`src/hdl/fir56_pkg.sv`:
```
// Shared constants, types and the fixed coefficient table of the 56-tap FIR filter.
package fir56_pkg;

  localparam int TAPS           = 56;
  localparam int COEF_FRAC_BITS = 16;
  localparam int SAMPLE_W       = 32;
  localparam int OUT_W          = 41;
  localparam int TDATA_W        = ((OUT_W + 7) / 8) * 8;
  localparam int COEF_W         = COEF_FRAC_BITS + 8;
  localparam int PROD_W         = SAMPLE_W + 1 + COEF_W;
  localparam int ACC_W          = PROD_W + $clog2(TAPS);
  localparam int ADDR_W         = $clog2(TAPS);
  localparam int FILL_W         = $clog2(TAPS + 1);
  localparam int RND_W          = ACC_W + 1 - COEF_FRAC_BITS;
  localparam longint unsigned DEC_SCALE = 64'd10000000000;

  typedef logic signed [COEF_W-1:0] coef_t;
  typedef coef_t coef_arr_t [TAPS];

  // Control from the sequencer to the multiply-accumulate unit.
  typedef struct packed {
    logic clear;
    logic en;
  } mac_ctrl_t;

  // Real coefficients in units of 1e-10, tap 0 (newest sample) first.
  localparam longint COEF_E10 [TAPS] = '{
    -64'sd355241819400, -64'sd293339896500, -64'sd184277449600, -64'sd53418475670,
    64'sd70231636950, 64'sd161762815600, 64'sd206566210400, 64'sd203266115800,
    64'sd162702390600, 64'sd103524012700, 64'sd45964239920, 64'sd5817527531,
    -64'sd9559211961, -64'sd2191111431, 64'sd18617342810, 64'sd40433304300,
    64'sd52342243280, 64'sd48510862920, 64'sd29604408870, 64'sd1815496232,
    -64'sd25919387010, -64'sd45358834460, -64'sd51808556950, -64'sd45422535300,
    -64'sd30671459820, -64'sd14310126580, -64'sd2740437883, 64'sd260722294,
    -64'sd5359717954, -64'sd16274916400, -64'sd27322958560, -64'sd33589596820,
    -64'sd32216514550, -64'sd23326257940, -64'sd9760510577, 64'sd4132650195,
    64'sd14202166770, 64'sd17969987350, 64'sd15412722800, 64'sd8771442423,
    64'sd1561848839, -64'sd2797065802, -64'sd2245901578, 64'sd3278853523,
    64'sd11887841480, 64'sd20577410750, 64'sd26270409820, 64'sd26973742340,
    64'sd22289941280, 64'sd13536792430, 64'sd3089253193, -64'sd6386689841,
    -64'sd12766707670, -64'sd15136918450, -64'sd13775160780, -64'sd16156173970
  };

  // Rounds each coefficient to COEF_FRAC_BITS fraction bits, ties away from zero.
  // Evaluated once at elaboration.
  function automatic coef_arr_t build_coef();
    coef_arr_t tbl;
    longint c;
    longint unsigned mag;
    longint unsigned q;
    for (int i = 0; i < TAPS; i++) begin
      c   = COEF_E10[i];
      mag = (c < 0) ? longint'(-c) : longint'(c);
      q   = ((mag << COEF_FRAC_BITS) + DEC_SCALE / 2) / DEC_SCALE;
      tbl[i] = (c < 0) ? -COEF_W'(q) : COEF_W'(q);
    end
    return tbl;
  endfunction

  localparam coef_arr_t COEF = build_coef();

endpackage

```
`src/hdl/fir56_ram.sv`:
```
// Generic single-write, single-read RAM with registered read data.
module fir56_ram #(
  parameter int WIDTH = 32,
  parameter int DEPTH = 56
) (
  input  logic                     clk,
  input  logic                     we,
  input  logic [$clog2(DEPTH)-1:0] waddr,
  input  logic [WIDTH-1:0]         wdata,
  input  logic [$clog2(DEPTH)-1:0] raddr,
  output logic [WIDTH-1:0]         rdata
);

  logic [WIDTH-1:0] mem [DEPTH];

  always_ff @(posedge clk) begin
    if (we) begin
      mem[waddr] <= wdata;
    end
    rdata <= mem[raddr];
  end

endmodule

```
`src/hdl/fir56_mac.sv`:
```
// Shared multiply-accumulate unit: one registered product and one accumulator.
module fir56_mac (
  input  logic                                 clk,
  input  logic                                 rst,
  input  fir56_pkg::mac_ctrl_t                 ctrl,
  input  logic [fir56_pkg::SAMPLE_W-1:0]       sample,
  input  fir56_pkg::coef_t                     coef,
  output logic signed [fir56_pkg::ACC_W-1:0]   acc,
  output logic                                 busy
);

  logic signed [fir56_pkg::PROD_W-1:0] prod;
  logic                                prod_vld;

  always_ff @(posedge clk) begin
    if (rst) begin
      prod_vld <= 1'b0;
    end else begin
      prod_vld <= ctrl.en;
    end
    if (ctrl.en) begin
      prod <= $signed({1'b0, sample}) * coef;
    end
  end

  always_ff @(posedge clk) begin
    if (ctrl.clear) begin
      acc <= '0;
    end else if (prod_vld) begin
      acc <= acc + fir56_pkg::ACC_W'(prod);
    end
  end

  assign busy = prod_vld;

endmodule

```
`src/hdl/fir56_round.sv`:
```
// Negates the sum, rounds it half up to an integer by dropping the 16 fraction bits, and saturates to the output range.
module fir56_round (
  input  logic                                clk,
  input  logic                                start,
  input  logic signed [fir56_pkg::ACC_W-1:0]  acc,
  output logic signed [fir56_pkg::OUT_W-1:0]  result
);

  localparam logic signed [fir56_pkg::ACC_W:0] RND_HALF =
    (fir56_pkg::ACC_W + 1)'(1) << (fir56_pkg::COEF_FRAC_BITS - 1);

  logic signed [fir56_pkg::ACC_W:0]   neg_sum;
  logic signed [fir56_pkg::RND_W-1:0] r;
  logic [fir56_pkg::RND_W-fir56_pkg::OUT_W:0] upper;

  // Half minus the sum equals the negated sum plus half an output step.
  assign neg_sum = RND_HALF - {acc[fir56_pkg::ACC_W-1], acc};

  always_ff @(posedge clk) begin
    if (start) begin
      r <= neg_sum[fir56_pkg::ACC_W:fir56_pkg::COEF_FRAC_BITS];
    end
  end

  assign upper = r[fir56_pkg::RND_W-1:fir56_pkg::OUT_W-1];

  always_comb begin
    if (upper == '0 || upper == '1) begin
      result = r[fir56_pkg::OUT_W-1:0];
    end else if (r[fir56_pkg::RND_W-1]) begin
      result = {1'b1, {(fir56_pkg::OUT_W-1){1'b0}}};
    end else begin
      result = {1'b0, {(fir56_pkg::OUT_W-1){1'b1}}};
    end
  end

endmodule

```
`src/hdl/fir_56_tap_fixed_coeff.sv`:
```
// Top level of the 56-tap fixed-coefficient FIR filter.
// Samples enter a 56-entry circular RAM. The first 55 transactions only fill it and are
// taken one per cycle with no result. From the 56th on, each sample starts a pass of one
// shared multiply-accumulate unit over all 56 taps, one tap per cycle, newest sample first,
// followed by pipeline drain and rounding: a producing sample occupies the input through
// the accept, the tap reads, the drain of the 2 pipeline stages, the round and the output
// load. The result sits in an output register, so a new sample is taken while it waits; a
// finished sum only stalls if the previous result has still not been taken.
module fir_56_tap_fixed_coeff (
  input  logic                            clk,
  input  logic                            rst,
  input  logic                            s_tvalid,
  output logic                            s_tready,
  input  logic [fir56_pkg::SAMPLE_W-1:0]  s_tdata,  // [31:0] sample
  output logic                            m_tvalid,
  input  logic                            m_tready,
  output logic [fir56_pkg::TDATA_W-1:0]   m_tdata   // [40:0] filtered, [47:41] zero
);

  typedef enum logic [3:0] {
    S_IDLE  = 4'b0001,
    S_RUN   = 4'b0010,
    S_DRAIN = 4'b0100,
    S_ROUND = 4'b1000
  } state_t;

  state_t                              state;
  logic [fir56_pkg::ADDR_W-1:0]        wptr;
  logic [fir56_pkg::ADDR_W-1:0]        rd_addr;
  logic [fir56_pkg::ADDR_W-1:0]        tap_cnt;
  logic [fir56_pkg::ADDR_W-1:0]        rd_tap;
  logic                                rd_vld;
  logic [fir56_pkg::FILL_W-1:0]        fill;
  logic signed [fir56_pkg::OUT_W-1:0]  out_data;

  logic                                s_fire;
  logic                                out_free;
  logic                                round_start;
  logic [fir56_pkg::SAMPLE_W-1:0]      ram_rdata;
  fir56_pkg::mac_ctrl_t                mac_ctrl;
  logic signed [fir56_pkg::ACC_W-1:0]  acc;
  logic                                mac_busy;
  logic signed [fir56_pkg::OUT_W-1:0]  rnd_result;

  assign s_tready    = (state == S_IDLE);
  assign s_fire      = s_tvalid && s_tready;
  assign out_free    = !m_tvalid || m_tready;
  assign round_start = (state == S_DRAIN) && !rd_vld && !mac_busy;

  always_ff @(posedge clk) begin
    if (rst) begin
      state   <= S_IDLE;
      wptr    <= '0;
      rd_addr <= '0;
      tap_cnt <= '0;
      rd_vld  <= 1'b0;
      fill    <= '0;
    end else begin
      rd_vld <= 1'b0;
      case (state)
        S_IDLE: begin
          if (s_fire) begin
            wptr    <= (wptr == fir56_pkg::ADDR_W'(fir56_pkg::TAPS - 1)) ? '0 : wptr + 1'b1;
            rd_addr <= wptr;
            tap_cnt <= '0;
            if (fill != fir56_pkg::FILL_W'(fir56_pkg::TAPS)) begin
              fill <= fill + 1'b1;
            end
            if (fill >= fir56_pkg::FILL_W'(fir56_pkg::TAPS - 1)) begin
              state <= S_RUN;
            end
          end
        end
        S_RUN: begin
          // Walk backward from the newest entry so the tap count is the coefficient index.
          rd_vld  <= 1'b1;
          rd_addr <= (rd_addr == '0) ? fir56_pkg::ADDR_W'(fir56_pkg::TAPS - 1)
                                     : rd_addr - 1'b1;
          tap_cnt <= tap_cnt + 1'b1;
          if (tap_cnt == fir56_pkg::ADDR_W'(fir56_pkg::TAPS - 1)) begin
            state <= S_DRAIN;
          end
        end
        S_DRAIN: begin
          if (round_start) begin
            state <= S_ROUND;
          end
        end
        S_ROUND: begin
          if (out_free) begin
            state <= S_IDLE;
          end
        end
        default: begin
          state <= S_IDLE;
        end
      endcase
    end
  end

  always_ff @(posedge clk) begin
    rd_tap <= tap_cnt;
  end

  always_ff @(posedge clk) begin
    if (rst) begin
      m_tvalid <= 1'b0;
    end else if (state == S_ROUND && out_free) begin
      m_tvalid <= 1'b1;
    end else if (m_tready) begin
      m_tvalid <= 1'b0;
    end
  end

  always_ff @(posedge clk) begin
    if (state == S_ROUND && out_free) begin
      out_data <= rnd_result;
    end
  end

  assign m_tdata = {{(fir56_pkg::TDATA_W - fir56_pkg::OUT_W){1'b0}}, out_data};

  assign mac_ctrl.clear = s_fire;
  assign mac_ctrl.en    = rd_vld;

  fir56_ram #(
    .WIDTH (fir56_pkg::SAMPLE_W),
    .DEPTH (fir56_pkg::TAPS)
  ) u_ram (
    .clk   (clk),
    .we    (s_fire),
    .waddr (wptr),
    .wdata (s_tdata),
    .raddr (rd_addr),
    .rdata (ram_rdata)
  );

  fir56_mac u_mac (
    .clk    (clk),
    .rst    (rst),
    .ctrl   (mac_ctrl),
    .sample (ram_rdata),
    .coef   (fir56_pkg::COEF[rd_tap]),
    .acc    (acc),
    .busy   (mac_busy)
  );

  fir56_round u_round (
    .clk    (clk),
    .start  (round_start),
    .acc    (acc),
    .result (rnd_result)
  );

endmodule

```
`config.mk`:
```
export PLATFORM = sky130hd
export DESIGN_NAME = fir_56_tap_fixed_coeff
export DESIGN_NICKNAME = d
export VERILOG_FILES = /design/src/hdl/fir56_pkg.sv /design/src/hdl/fir56_ram.sv /design/src/hdl/fir56_mac.sv /design/src/hdl/fir56_round.sv /design/src/hdl/fir_56_tap_fixed_coeff.sv
export SDC_FILE = /design/constraint.sdc
export NUM_CORES = 2
export LEC_CHECK = 0
export ABC_CLOCK_PERIOD_IN_PS = 17100
export BUFFER_PORTS_ARGS = -buffer_cell sky130_fd_sc_hd__buf_2
export CORE_UTILIZATION = 40
export DETAILED_ROUTE_END_ITERATION = 7
export PLACE_DENSITY_LB_ADDON = 0.2
export SLEW_MARGIN = 20
export SYNTH_ARGS = -nofsm -noshare
export SYNTH_HDL_FRONTEND = slang
export SYNTH_SLANG_ARGS = --single-unit
```
`constraint.sdc`:
```
create_clock -name clk -period 17.1 [get_ports clk]
set_clock_uncertainty 0.15 [all_clocks]
set_input_delay 1.71 -clock clk [delete_from_list [all_inputs] [get_ports clk]]
set_output_delay 1.71 -clock clk [all_outputs]
set_load 0.005 [all_outputs]
```
# --- After elaboration in Yosys (flattened, before gate mapping) ---
# Memories as Yosys holds them, arrays and structs flattened. A register that Yosys moved wholly into a read port is not among the register bits.
# Index checks and enable logic that the tools add are counted.
# Widths: inputs -> output; s select.
totals:
  in_bits: 36
  ramBits: 1792
  mem_count: 2
  reg_bits: 246
  word_cells: 76
  romBits: 1536
memory_table:
  columns: ["memory", "depth", "word_bits", "read_ports", "rd_clocked_by_memory_dff", "write_ports", "line_no", "source"]
  rows:
  - ["u_ram.mem", 56, 32, 1, 1, 1, "fir56_ram.sv:14", "logic [WIDTH-1:0] mem [DEPTH];"]
  - ["(name not given)", 64, 24, 1, 0, 0, "fir_56_tap_fixed_coeff.sv:143", ".coef (fir56_pkg::COEF[rd_tap]),"]
classes:
  n_lt_le_gt_ge: 2
  muxes: 21
  multipliers: 1
  n_eq_ne: 13
  n_reduce_logical: 17
  n_bitwise: 1
  n_addsub: 6
ops:
  columns: ["operator", "count"]
  rows:
  - ["$mux 41", 2]
  - ["$sub 17x63->64 const A", 1]
  - ["$add 63x57->63", 1]
  - ["$mul 33x24->57", 1]
  - ["$mux 24", 2]
  - ["$mux 6", 4]
  - ["$pmux 6 s2", 2]
  - ["$mux 4", 5]
  - ["$add 6x1->6 const B", 3]
  - ["$pmux 4 s4", 1]
  - ["$eq 6x6->1 const B", 2]
  - ["$eq 8x8->1 const B", 1]
  - ["$logic_not 8->1", 1]
  - ["$ge 7x7->1 const B", 1]
  - ["$not 6->7", 1]
  - ["$ge 6x6->1 const B", 1]
  - ["$logic_not 6->1", 1]
  - ["$ne 2x2->1 const B", 3]
  - ["$ne 6x6->1 const B", 1]
  - ["$sub 6x1->6 const B", 1]
  - ["$mux 1", 5]
  - ["$reduce_and 5->1", 1]
  - ["$eq 4x1->1 const B", 1]
  - ["$eq 4x2->1 const B", 1]
  - ["other kinds (9)", 18]

# --- Logic depth before layout (Yosys ltp) ---
logic_depth:
  ltp_word: 5
  depth_mapped: 38
  depth_no_buf: 35

# --- By module ---
# From an unflattened synthesis, not the netlist that was laid out.
unflattened:
  hier_cells: 7897
  hier_area_um2: 110657.4
by_module_without_submodules:
  columns: ["module", "instances", "cells_each", "area_each_um2"]
  rows:
  - ["fir56_ram", 1, 3393, 70008.4]
  - ["fir56_mac", 1, 3685, 33053.0]
  - ["fir_56_tap_fixed_coeff", 1, 544, 4878.4]
  - ["fir56_round", 1, 275, 2717.6]

# --- Worst setup path before layout ---
# No wires, ideal clock.
synth_path:
  path_type: "flip-flop to flip-flop"
  from: "register rd_tap[1] in the netlist's numbering"
  to: "register u_mac.prod[54] in the netlist's numbering, data pin"
  stages_incl_launch_ff: 36
  arrival_time_ns: 8.749
  synth_period_minus_slack_ns: 9.164
  path_buffers: 6
  required_time_ns: 16.685
  setup_ns: 0.265
  path_slack_ns: 7.936
  path_cell_list: "dfxtp_1 -> clkbuf_1 -> inv_1 -> ha_1 -> nor2_1 -> a211oi_1 -> o22ai_1 -> nand2b_1 -> o31a_1 -> clkbuf_1 -> inv_1 -> clkbuf_1 -> clkbuf_1 -> clkbuf_1 -> nand2_1 -> fa_1 -> fa_1 -> inv_1 -> fa_1 -> fa_1 -> fa_1 -> fa_1 -> inv_1 -> fa_1 -> inv_1 -> ha_1 -> clkbuf_1 -> a21o_1 -> or3_1 -> o221a_2 -> o211ai_1 -> a31oi_1 -> a221o_1 -> a21oi_1 -> o21ai_0 -> xor2_1"
synth_between:
  elab_chain_len: 5
synth_lines:
  columns: ["item", "line_no", "source"]
  rows:
  - ["start: declaration", "fir_56_tap_fixed_coeff.sv:31", "logic [fir56_pkg::ADDR_W-1:0] rd_tap;"]
  - ["start signal: assignment", "fir_56_tap_fixed_coeff.sv:102", "rd_tap <= tap_cnt;"]
  - ["$not 6->7 (implied by the code)", "fir_56_tap_fixed_coeff.sv:143", null]
  - ["$mem_v2 64x24", null, null]
  - ["$mux 24 (implied by the code) (2 in series)", "fir_56_tap_fixed_coeff.sv:143", null]
  - ["$mul 33x24->57", "fir56_mac.sv:22", "prod <= $signed({1'b0, sample}) * coef;"]
  - ["end signal: assignment", "fir56_mac.sv:22", null]
  - ["end: declaration", "fir56_mac.sv:12", "logic signed [fir56_pkg::PROD_W-1:0] prod;"]
# Every way passes these cells. The select of a mux whose other input is x is not followed.
# A chain may end at the register's enable or synchronous reset.

# --- Worst setup path in the final report ---
layout_path:
  from: "register rd_tap[0] in the netlist's numbering"
  to: "register u_mac.prod[56] in the netlist's numbering, data pin"
# The elaborated chain is that of the path after synthesis.

==> flow_summary_export.csv <==
group,metric,value,unit
outcome,status,"finished clean",
min_path,min_path_type,"flip-flop to flip-flop",
final_layout,area_growth,11.18,%
setup_path,cp-start-kind,"flip-flop",
yosys,yosys.area_share.adder,15.55,%
floorplan,die_width,524.6,um
timing,finalHoldWorstSlack,231.0,ps
yosys,synth_flop_cell,"edfxtp_1",
clock_network,cts_sinks,2070,
floorplan,die_h,524.6,um
floorplan,num_io_pins,86,
yosys,yosys-top-cells-area,"edfxtp_1 53%, fa_1 12%, mux4_2 12%",
yosys,synth.mux.area_fraction,12.55,%
yosys,yosysTopAreaCellShare,53.27,%
timing,hold_violations,0,
yosys,synth_top_family_by_area,"adder cells",
global_routing,track_usage,20.30,%
setup_path,critPathRequiredTime,17550,ps
yosys,synth-simple-area-share,6.804,%
clock_network,clk_path_buf_depth,4,
floorplan,dieArea,275200,sq um
yosys,yosys_warnings,0,
floorplan,core,271200,sq um
clock_network,cts_root_buf,"clkbuf_16",
timing,max_freq,0.09379,GHz
yosys,netlist_area,109300,sq um
floorplan,num_rows,191,
timing,fin_setup_tns,0,ps
setup_path,crit_path_end_kind,"flip-flop",
flow_run,drv_cap,0,
timing,fin_crit_sh,62.35,%
global_routing,grt_max_degree,122,
placed_design,dpl.hpwl,174800,um
detailed_routing,viasPerCell,5.474,
final_layout,drive_gt1_share,16.79,%
final_layout,final_cell_mix,"1938 x edfxtp_1, 831 x inv_1, 659 x fa_1, 609 x nand2_1, 567 x mux4_2",
yosys,synth.distinct_cells,87,
yosys,seq_area_frac_synth,55.68,%
yosys,yosysTopAreaCell,"edfxtp_1",
yosys,synth-xor-area-share,1.170,%
detailed_routing,dr.pass1.iters,5,
global_routing,antenna_found_initial,25,
yosys,async_flop_share,0,%
yosys,synth_edf_count,1938,
timing,grt_setup_unrepaired,"false",
global_routing,grt_pass1_wl,419400,um
clock_network,ctsHoldBuffers,0,
timing,tightest_slew,1113,ps
final_layout,fillers,23850,
final_layout,multi_input_comb_area,44300,sq um
clock_network,cts_made_buffers,219,
setup_path,crit_arrival,11120,ps
detailed_routing,wl,278300,um
timing,max_slew_margin,25.82,%
setup_path,critPathMaxStageDelay,840,ps
setup_path,criticalPathCategory,"flip-flop to flip-flop",
detailed_routing,num_vias,60838,
setup_path,cp_top_family,"adder cells",
clock_network,path_clk_slew,70,ps
yosys,avgSynthCellArea,14.95,sq um
timing,finalWorstPathRequiredPeriod,10660,ps
yosys,ys_ff_latch,2070,
clock_network,ctsHtreeMaxLevel,4,
setup_path,crit_path_max_fanout,32,
detailed_routing,drt_iter0_drc,5101,
global_routing,grt_overflow,0,
clock_network,insertion_delay,890,ps
placed_design,port_buffers,78,
floorplan,start_util,40.28,%
placed_design,routabilityCongestion,0.8617,
final_layout,seq_area,60870,sq um
clock_network,cts.repair.resized,0,
detailed_routing,drc_errors,0,
yosys,synth_compound_area_share,3.948,%
yosys,synthCells,7310,
detailed_routing,routedWlPerCell,25.04,um
setup_path,crit_buf_inv,8,
global_routing,grt_pass1_vias,63853,
timing,maxSlewViolCount,0,
setup_path,slowest_stage,"dfxtp_1",
timing,setup_viol,0,
clock_network,cts_tree,"yes",
clock_network,postCtsSetupBuffers,0,
final_layout,final_common_cell,"edfxtp_1",
final_layout,fin_nets,8354,
detailed_routing,drtAntennaViolNets,0,
## cell families after synthesis
| logic type | count (synthesis) |
|---|---|
| flops | 2070 |
| simple gates | 1544 |
| buf+inv | 1240 |
| fa+ha+maj | 962 |
| compound gates | 690 |
| mux | 657 |
| xor+xnor | 146 |
| other cells | 1 |
## routing by layer
metal / GRT usage, % / vias up / part of all wire [%]
met4: 4.292 / 6 / 2.0
met1: 27.92 / 32463 / 44
met3: 2.641 / 358 / 4.9
met2: 34.45 / 1599 / 50
li1: - / 26412 / -
met5: 0 / - / 0.014
## through the flow
| step | utilization, % | std cells | instance area [sq um] | worst slack [ps] |
|---|---|---|---|---|
| after floorplan | - | 7316 | 109300 | 7936 |
| after global placement | 42.13 | 10704 | 114300 | 6339 |
| after detailed placement | 42.14 | 10704 | 114300 | 6343 |
| after CTS | 44.76 | 11102 | 121400 | 6399 |
| after global routing | 44.78 | 11106 | 121500 | 5771 |
| final | 44.78 | 11114 | 121500 | 6438 |
## synthesized netlist by cell type, types with 10 or more instances
cell,instances
o21a_1,22
mux2_2,34
mux4_2,567
o22ai_1,11
dfxtp_1,132
buf_1,69
nand4_1,39
nor2_1,293
a21oi_1,188
o211ai_1,22
edfxtp_1,1938
a211oi_1,32
o21bai_1,24
clkbuf_1,328
or3_1,14
nor2b_1,54
inv_1,831
nand3_1,50
and2_1,326
fa_1,659
or4_1,10
nand2b_1,44
a31oi_1,38
o21ai_0,184
nor3_1,39
mux2i_1,56
xnor2_1,96
ha_1,303
nand2_1,609
xor2_1,50
a21o_1,74
and3_1,22
## worst reg2reg max path, delay by kind of cell, from the launching register on
| family | cells | cell delay, ps |
|---|---|---|
| AND/OR/NAND/NOR | 5 | 870 |
| buffers and inverters | 8 | 1270 |
| multiplexers | 1 | 230 |
| flip-flops | 1 | 840 |
| adder cells (fa/ha/maj) | 9 | 4710 |
| AO/OA/AOI/OAI | 10 | 2410 |
## registers in the layout, indices dropped and copies added (netlist names)
| register | cells |
|---|---|
| m_tvalid | 1 |
| wptr | 6 |
| rd_addr | 6 |
| u_ram.mem | 1792 |
| state | 4 |
| out_data | 41 |
| u_mac.prod | 57 |
| u_mac.acc | 63 |
| tap_cnt | 6 |
| u_round.r | 48 |
| rd_vld | 1 |
| u_ram.rdata | 32 |
| fill | 6 |
| rd_tap | 6 |
| u_mac.busy | 1 |
## area by class of cell
type | instances | share of cell area, %
flip-flops and latches | 2070 | 50.11
multi-input cells | 4006 | 36.47
clock buffers | 272 | 4.812
well taps | 3570 | 3.677
inverters | 833 | 2.574
repair buffers | 226 | 1.277
clock inverters | 126 | 1.058
diodes | 11 | 0.02266
## worst paths after layout
| check | to | slack (ps) | cells after the start | from |
|---|---|---|---|---|
| setup / recovery | u_mac.prod[56] | 6440 | 33 | rd_tap[0] |
| setup reg to reg | u_mac.prod[56] | 6440 | 33 | rd_tap[0] |
| hold reg to reg | rd_tap[5] | 230 | 0 | tap_cnt[5] |
| hold / removal | rd_tap[5] | 230 | 0 | tap_cnt[5] |
Power is left out: the tool's default activity adds up to more than one toggle a clock period on the data nets, which glitch-free logic cannot reach.
